$ cat config.mk
export PLATFORM = sky130hd
export DESIGN_NAME = colc_epoch
export DESIGN_NICKNAME = d
export VERILOG_FILES = /design/src/hdl/colc_pkg.sv /design/src/hdl/colc_epoch.sv
export SDC_FILE = /design/constraint.sdc
export NUM_CORES = 1
export LEC_CHECK = 0
export ABC_AREA = 1
export BUFFER_PORTS_ARGS = -buffer_cell sky130_fd_sc_hd__buf_2
export CAP_MARGIN = 20
export CORE_ASPECT_RATIO = 0.9
export CORE_MARGIN = 2
export CORE_UTILIZATION = 36
export CTS_BUF_LIST = sky130_fd_sc_hd__clkbuf_4 sky130_fd_sc_hd__clkbuf_8 sky130_fd_sc_hd__clkbuf_16
export DETAILED_ROUTE_END_ITERATION = 12
export GPL_TIMING_DRIVEN = 0
export PLACE_DENSITY = 0.63
export SLEW_MARGIN = 20
export SYNTH_ARGS = -nofsm -noshare
export SYNTH_HDL_FRONTEND = slang
export SYNTH_SLANG_ARGS = --single-unit
$ cat constraint.sdc
create_clock -name clk -period 2 [get_ports clk]
set_input_delay 0.4 -clock clk [delete_from_list [all_inputs] [get_ports clk]]
set_output_delay 0.4 -clock clk [all_outputs]
set_load 0.01 [all_outputs]
$ cat src/hdl/colc_pkg.sv
// ----------------------------------------------------------------------------
// colc_pkg: shared definitions for the column occupancy limit checker
// Opcodes, field widths, epoch tag width and the control struct that the
// epoch and sweep controller hands to the top level.
// ----------------------------------------------------------------------------
package colc_pkg;

  localparam int MAX_COLS_DEF   = 4096;
  localparam int COUNT_BITS_DEF = 8;

  localparam int COLUMN_W = 12;
  localparam int LIMIT_W  = 8;
  localparam int OPCODE_W = 2;

  // Width of the epoch tag kept with every count. Tag zero never matches.
  localparam int EPOCH_W = 4;

  localparam logic [LIMIT_W-1:0] LIMIT_RESET = 8'd2;

  localparam logic [OPCODE_W-1:0] OP_CHECK  = 2'd0;
  localparam logic [OPCODE_W-1:0] OP_UPDATE = 2'd1;
  localparam logic [OPCODE_W-1:0] OP_CLEAR  = 2'd2;

  typedef struct packed {
    logic               sweeping;
    logic               at_last_epoch;
    logic [EPOCH_W-1:0] epoch;
  } colc_epoch_t;

endpackage

$ cat src/hdl/colc_epoch.sv
// ----------------------------------------------------------------------------
// colc_epoch: epoch tag and clearing sweep controller
// A clear moves to the next epoch so that every stored tag stops matching.
// After reset, and when the tags run out, a sweep writes tag zero everywhere.
// ----------------------------------------------------------------------------
module colc_epoch
  import colc_pkg::*;
#(
  parameter int DEPTH = 4096
) (
  input  logic                     clk,
  input  logic                     rst_n,
  input  logic                     clear_fire,
  output colc_epoch_t              ctl,
  output logic [$clog2(DEPTH)-1:0] sweep_addr
);

  localparam int ADDR_W = $clog2(DEPTH);
  localparam logic [EPOCH_W-1:0] EPOCH_FIRST = EPOCH_W'(1);
  localparam logic [EPOCH_W-1:0] EPOCH_LAST  = {EPOCH_W{1'b1}};
  localparam logic [ADDR_W-1:0]  ADDR_LAST   = ADDR_W'(DEPTH - 1);

  logic [EPOCH_W-1:0] epoch_r, epoch_nxt;
  logic               sweep_r, sweep_nxt;
  logic [ADDR_W-1:0]  sweep_addr_r, sweep_addr_nxt;

  always_comb begin
    epoch_nxt      = epoch_r;
    sweep_nxt      = sweep_r;
    sweep_addr_nxt = sweep_addr_r;
    if (sweep_r) begin
      sweep_addr_nxt = sweep_addr_r + ADDR_W'(1);
      if (sweep_addr_r == ADDR_LAST) begin
        sweep_nxt = 1'b0;
      end
    end else if (clear_fire) begin
      if (epoch_r == EPOCH_LAST) begin
        epoch_nxt      = EPOCH_FIRST;
        sweep_nxt      = 1'b1;
        sweep_addr_nxt = '0;
      end else begin
        epoch_nxt = epoch_r + EPOCH_W'(1);
      end
    end
  end

  always_ff @(posedge clk) begin
    if (!rst_n) begin
      epoch_r      <= EPOCH_FIRST;
      sweep_r      <= 1'b1;
      sweep_addr_r <= '0;
    end else begin
      epoch_r      <= epoch_nxt;
      sweep_r      <= sweep_nxt;
      sweep_addr_r <= sweep_addr_nxt;
    end
  end

  assign ctl.sweeping      = sweep_r;
  assign ctl.at_last_epoch = (epoch_r == EPOCH_LAST);
  assign ctl.epoch         = epoch_r;
  assign sweep_addr        = sweep_addr_r;

endmodule

==> results of run 1 <==
==> critical path, cell delays in order (launching register included) <==
cell and delay [ns]:
dfxtp_1 0.43, ha_1 0.24, nand3_2 0.16, inv_2 0.12
buf_2 0.13
==> final cells by class <==
cell class | instances | area share [%]
buffer | 3 | 2.03
sequential | 17 | 30.7
inverter | 18 | 6.78
timing repair buffer | 20 | 9.04
tap | 28 | 3.16
multi-input combinational | 88 | 45.5
clock buffer | 4 | 2.71
==> path summary, 6_finish.rpt <==
| kind | from | endpoint | slack (ns) | depth (start not counted) |
|---|---|---|---|---|
| setup / recovery | epoch_r[0]$_SDFFE_PN1P_ | ctl[4] | 0.23 | 4 |
| hold / removal | rst_n | sweep_addr[9]$_SDFFE_PN0P_ | 0.46 | 3 |
| setup reg to reg | epoch_r[0]$_SDFFE_PN1P_ | sweep_addr[8]$_SDFFE_PN0P_ | 0.65 | 6 |
| hold reg to reg | sweep_addr[9]$_SDFFE_PN0P_ | sweep_addr[9]$_SDFFE_PN0P_ | 0.49 | 2 |
==> Yosys cell counts (all sizes together) <==
| cell type | n |
|---|---|
| o21ai | 10 |
| o22ai | 1 |
| clkbuf | 1 |
| ha | 2 |
| inv | 17 |
| nand2 | 30 |
| a22oi | 1 |
| dfxtp | 17 |
| o31ai | 1 |
| a21oi | 13 |
| nor3 | 2 |
| nor2 | 19 |
| buf | 2 |
| clkinv | 1 |
| nand3 | 9 |
==> metal layers <==
metal	global-route usage, %	share of wire, %	routed length (um)	vias up
met1	19.0	50	936	367
met2	21.0	44	826	17
li1	-	-	-	451
met5	0	0	0	-
met3	2.22	4.2	79	4
met4	8.53	2.1	40	0
==> sequential cells by signal, indices dropped and copies added, names as in the netlist <==
name / count
sweep_r: 1
sweep_addr: 12
epoch_r: 4
==> where the power goes <==
group | leakage, nW | switching, mW | internal (mW) | total (mW)
combinational | 0.354 | 0.0197 | 0.0120 | 0.0318
sequential | 0.138 | 0.00507 | 0.343 | 0.348
clock | 0.0184 | 0.108 | 0.0910 | 0.199
total | 0.510 | 0.133 | 0.446 | 0.580
==> kinds of logic (layout without fill, tap and decap cells) <==
group / count (synthesis) / count (layout)
AND/OR/NAND/NOR: 60 / 60
AO/OA/AOI/OAI: 26 / 26
buffers and inverters: 21 / 45
flip-flops: 17 / 17
adder cells (fa/ha/maj): 2 / 2
==> through the flow <==
| step | hold slack [ns] | utilization, % | worst slack, ns | area (sq um) |
|---|---|---|---|---|
| after floorplan | 0.499 | - | 0.653 | 942 |
| after global placement | 0.474 | 43.7 | 0.561 | 1080 |
| after detailed placement | 0.475 | 43.7 | 0.547 | 1080 |
| after CTS | 0.456 | 44.9 | 0.216 | 1110 |
| after global routing | 0.488 | 44.9 | 0.137 | 1110 |
| final | 0.462 | 44.9 | 0.235 | 1110 |
==> flow_metrics.py, run 1 <==
metrics = {
    "timing": {
        "drv_slew": 0,
        "post-route-min-period_ns": 1.77,
        "fin_skew_ns": 0.00349,
        "tightest_slew_ns": 0.449,
        "fin_setup_tns_ns": 0,
        "max_freq_mhz": 566,
        "slew_headroom_pct": 70.1,
        "rsz0062_at_grt": "no",
        "setup_viol": 0,
        "fin_crit_sh_pct": 88.3,
        "hold_viol": 0,
    },
    "synth": {
        "synth-compound-area-share_pct": 17.8,
        "synthCells": 126,
        "synth-simple-area-share_pct": 33.1,
        "synth-seq-area-share_pct": 36.1,
        "synth_top_area_share_pct": 36.1,
        "synth_mux_area_share_pct": 0,
        "synth.area.top_cells": "dfxtp_1 36%, nand2_1 10%, a21oi_1 5.3%",
        "synth_cell_types": 30,
        "yosysWarnings": 0,
        "synth_top_family_by_area": "simple AND/OR/NAND/NOR gates",
        "ys_ff_latch": 17,
        "synth_area_per_cell_sq_um": 7.48,
        "synth_top_area_cell": "dfxtp_1",
        "synth_xor_area_share_pct": 0,
        "synth_fp_nets": 131,
        "synth-adder-area-share_pct": 2.66,
        "syn-cell-area_sq_um": 942,
    },
    "cts": {
        "ctsHoldBuffers": 0,
        "clock_latency_ns": 0.29,
        "cts-buffers-inserted": 3,
        "path_clk_slew_ns": 0.10,
        "postCtsSetupBuffers": 0,
        "cts_tree": "yes",
        "clock-sinks": 17,
        "htreeDepth": 1,
        "cts_resized": 0,
        "cts_root_buf": "clkbuf_4",
        "cts_buffer_depth": 2,
    },
    "floorplan": {
        "initial_core_util_pct": 38.2,
        "row_count": 17,
        "die_width_um": 57.9,
        "coreArea_sq_um": 2470,
        "io_pins": 21,
        "die_h_um": 52.5,
        "die-area_sq_um": 3040,
    },
    "routing": {
        "first_pass_iters": 4,
        "drtAntennaViolNets": 0,
        "vias": 839,
        "routed_wirelength_um": 1880,
        "drtIter0Drc": 14,
        "viasPerCell": 4.71,
        "drc": 0,
        "post_drt_wl_per_cell_um": 10.6,
    },
    "global_route": {
        "grt_pass1_vias": 697,
        "grt_pass1_wl_um": 3200,
        "grt_usage_pct": 14.1,
        "grt_max_degree": 11,
        "grt_overflow": 0,
        "grt_antenna_before_repair": 0,
    },
    "placed_design": {
        "dp_cells": 174,
        "io_buffers": 20,
        "hpwl_um": 1480,
        "gp_congestion": 0.762,
    },
    "setup_path": {
        "required_ns": 1.60,
        "cp_data_arrival_time_ns": 1.37,
        "endpoint_kind": "output port",
        "critical_path_class": "reg2out",
        "cp-start-kind": "flip-flop",
        "crit_fanout": 4,
    },
    "final_layout": {
        "final_common_cell": "nand2_1",
        "mostFrequentLayoutCells": "26 x nand2_1, 20 x buf_2, 17 x dfxtp_1",
        "drive_gt1_share_pct": 32.7,
        "final_cells": 178,
        "register_area_sq_um": 340,
        "nNetsFinal": 156,
        "fill_cells": 254,
        "area.growth.synth_to_final_pct": 17.5,
        "multi_input_area_sq_um": 504,
        "n_antenna_cell": 0,
    },
    "power": {
        "p_per_area_nw_per_um2": 523,
        "p_total_mw": 0.580,
        "peakVddDrop_v": 0.000298,
        "p_leak_nw": 0.510,
    },
    "status": {
        "status": "finished, final reports clean",
    },
    "worst_hold_path": {
        "hold_path.class": "in2reg",
    },
    "flow_run": {
        "cap_violations": 0,
    },
}
Power figures use the tool's default switching activity.
==> run 2, diff against run 1 <==
--- a/config.mk
+++ b/config.mk
@@ -10,11 +10,11 @@
 export CAP_MARGIN = 20
 export CORE_ASPECT_RATIO = 0.9
 export CORE_MARGIN = 2
-export CORE_UTILIZATION = 36
+export CORE_UTILIZATION = 56
 export CTS_BUF_LIST = sky130_fd_sc_hd__clkbuf_4 sky130_fd_sc_hd__clkbuf_8 sky130_fd_sc_hd__clkbuf_16
 export DETAILED_ROUTE_END_ITERATION = 12
 export GPL_TIMING_DRIVEN = 0
-export PLACE_DENSITY = 0.63
+export PLACE_DENSITY = 0.88
 export SLEW_MARGIN = 20
 export SYNTH_ARGS = -nofsm -noshare
 export SYNTH_HDL_FRONTEND = slang
==> run 2 against run 1 <==
Power decreased by 0.85%. Sequential power about the same. Fmax decreased by 1.0%. Via count increased by 7.2%. Global-route usage increased by 9.1 points. Register-to-register slack got worse by 0.04 ns. Core utilization increased by 23 points. Hold slack got worse by 0.018 ns. Design area decreased by 0.68%. Die area decreased by 33%. Count of clock-buffer cells in the layout decreased by 1. Critical path type unchanged. Largest cell class unchanged.
==> flow_metrics.py, run 2 (same netlist as run 1, synthesis figures left out) <==
metrics = {
    "timing": {
        "drv_slew": 0,
        "hold_viol": 0,
        "fin_skew_ns": 0.00654,
        "fin_setup_tns_ns": 0,
        "setup_viol": 0,
        "rsz0062_at_grt": "no",
        "post-route-min-period_ns": 1.78,
        "fin_ws_ns": 0.216,
        "fin_crit_sh_pct": 89.2,
        "tightest_slew_ns": 0.423,
        "slew_headroom_pct": 71.8,
        "whs_ns": 0.444,
        "max_freq_mhz": 561,
    },
    "final_layout": {
        "fill_cells": 142,
        "area.growth.synth_to_final_pct": 16.7,
        "multi_input_area_sq_um": 504,
        "final_cells": 174,
        "mostFrequentLayoutCells": "26 x nand2_1, 20 x buf_2, 17 x dfxtp_1",
        "largest_reg_flops": 12,
        "n_antenna_cell": 0,
        "nNetsFinal": 156,
        "drive_gt1_share_pct": 32.7,
        "final_util_pct": 67.5,
        "register_area_sq_um": 340,
        "design_area_sq_um": 1100,
        "final_common_cell": "nand2_1",
    },
    "placed_design": {
        "gp_congestion": 0.852,
        "dp_cells": 170,
        "hpwl_um": 1540,
        "pre_cts_slack_ns": 0.537,
        "placed_cell_area_sq_um": 1070,
        "io_buffers": 20,
    },
    "cts": {
        "cts_tree": "yes",
        "cts_buffer_depth": 2,
        "cts-buffers-inserted": 3,
        "cts_root_buf": "clkbuf_4",
        "postCtsSetupBuffers": 0,
        "cts_resized": 0,
        "htreeDepth": 1,
        "ctsHoldBuffers": 0,
        "clock_latency_ns": 0.30,
        "clock-sinks": 17,
        "path_clk_slew_ns": 0.11,
    },
    "status": {
        "status": "finished, final reports clean",
    },
    "power": {
        "p_leak_nw": 0.510,
        "power_frac_clock_pct": 33.7,
        "comb_power_share_pct": 5.7,
        "intPower_mw": 0.430,
        "p_total_mw": 0.575,
        "p_sw_share_pct": 25.2,
        "p_per_area_nw_per_um2": 522,
        "switchingPower_mw": 0.145,
        "seq_power_share_pct": 60.6,
        "peakVddDrop_v": 0.000335,
    },
    "setup_path": {
        "slowest_delay_ns": 0.44,
        "critical_path_class": "reg2out",
        "cp_num_cells": 4,
        "cp-start-kind": "flip-flop",
        "endpoint_kind": "output port",
        "required_ns": 1.60,
        "reg2reg_depth": 6,
        "crit_chain": "ha_1 -> nand3_2 -> inv_2 -> buf_2",
        "crit_buf_inv": 2,
        "cp_top_family": "flip-flops",
        "cp_data_arrival_time_ns": 1.38,
        "crit-reg2reg-launch": "epoch_r[0]$_SDFFE_PN1P_",
        "crit_fanout": 4,
        "cp-startpoint": "epoch_r[0]$_SDFFE_PN1P_",
        "cpMaxStageDelayCell": "dfxtp_1",
    },
    "routing": {
        "drtIter0Drc": 22,
        "drtAntennaViolNets": 0,
        "routed_wirelength_um": 2040,
        "viasPerCell": 5.17,
        "drc": 0,
        "first_pass_iters": 4,
        "post_drt_wl_per_cell_um": 11.7,
        "vias": 899,
    },
    "floorplan": {
        "row_count": 14,
        "die-area_sq_um": 2030,
        "coreArea_sq_um": 1630,
        "initial_core_util_pct": 57.8,
        "die_width_um": 47.2,
        "io_pins": 21,
        "die_h_um": 42.9,
    },
    "global_route": {
        "grt_usage_pct": 23.2,
        "grt_pass1_vias": 851,
        "grt_max_degree": 11,
        "grt_antenna_before_repair": 0,
        "grt_pass1_wl_um": 3420,
        "grt_overflow": 0,
    },
    "worst_hold_path": {
        "holdPathStages": 3,
        "hold_path.class": "in2reg",
        "hold_start": "rst_n",
    },
    "flow_run": {
        "cap_violations": 0,
    },
}
[run 2: changes by cell type in the layout (fill, tap and decap cells not counted)]
cell | previous run | this run
clkinv_2 | 0 | 1
clkbuf_4 | 4 | 3
[run 2: routing by layer]
metal	wire, um	vias up	global-route usage (%)
li1	-	455	-
met3	64	2	3.83
met5	0	-	0
met4	11	0	10.0
met2	1050	19	36.5
met1	916	423	30.2
[run 2: final cells by class]
| type | instances | area share, % |
|---|---|---|
| timing repair buffer | 20 | 9.10 |
| inverter | 18 | 6.83 |
| clock inverter | 1 | 0.455 |
| tap | 24 | 2.73 |
| multi-input combinational | 88 | 45.8 |
| buffer | 3 | 2.05 |
| clock buffer | 3 | 2.05 |
| sequential | 17 | 30.9 |
[run 2: power groups by stage]
stage | clock network, mW | registers [mW] | logic (mW)
floorplan | 0 | 0.358 | 0.0164
global placement | 0 | 0.355 | 0.0304
detailed placement | 0 | 0.356 | 0.0328
CTS | 0.192 | 0.348 | 0.0328
global route | 0.207 | 0.349 | 0.0364
finish | 0.194 | 0.348 | 0.0326
[run 2: worst min-delay path, delay by kind of cell]
family                 cells  cell delay [ns]
buffers and inverters      2             0.19
AOI/OAI and AO/OA          1             0.12
[run 2: worst paths after layout]
kind / to / slack (ns)
worst max-delay path: ctl[4] / 0.22
worst max register to register: sweep_addr[9]$_SDFFE_PN0P_ / 0.61
worst min-delay path: sweep_addr[6]$_SDFFE_PN0P_ / 0.44
worst min register to register: sweep_addr[1]$_SDFFE_PN0P_ / 0.50
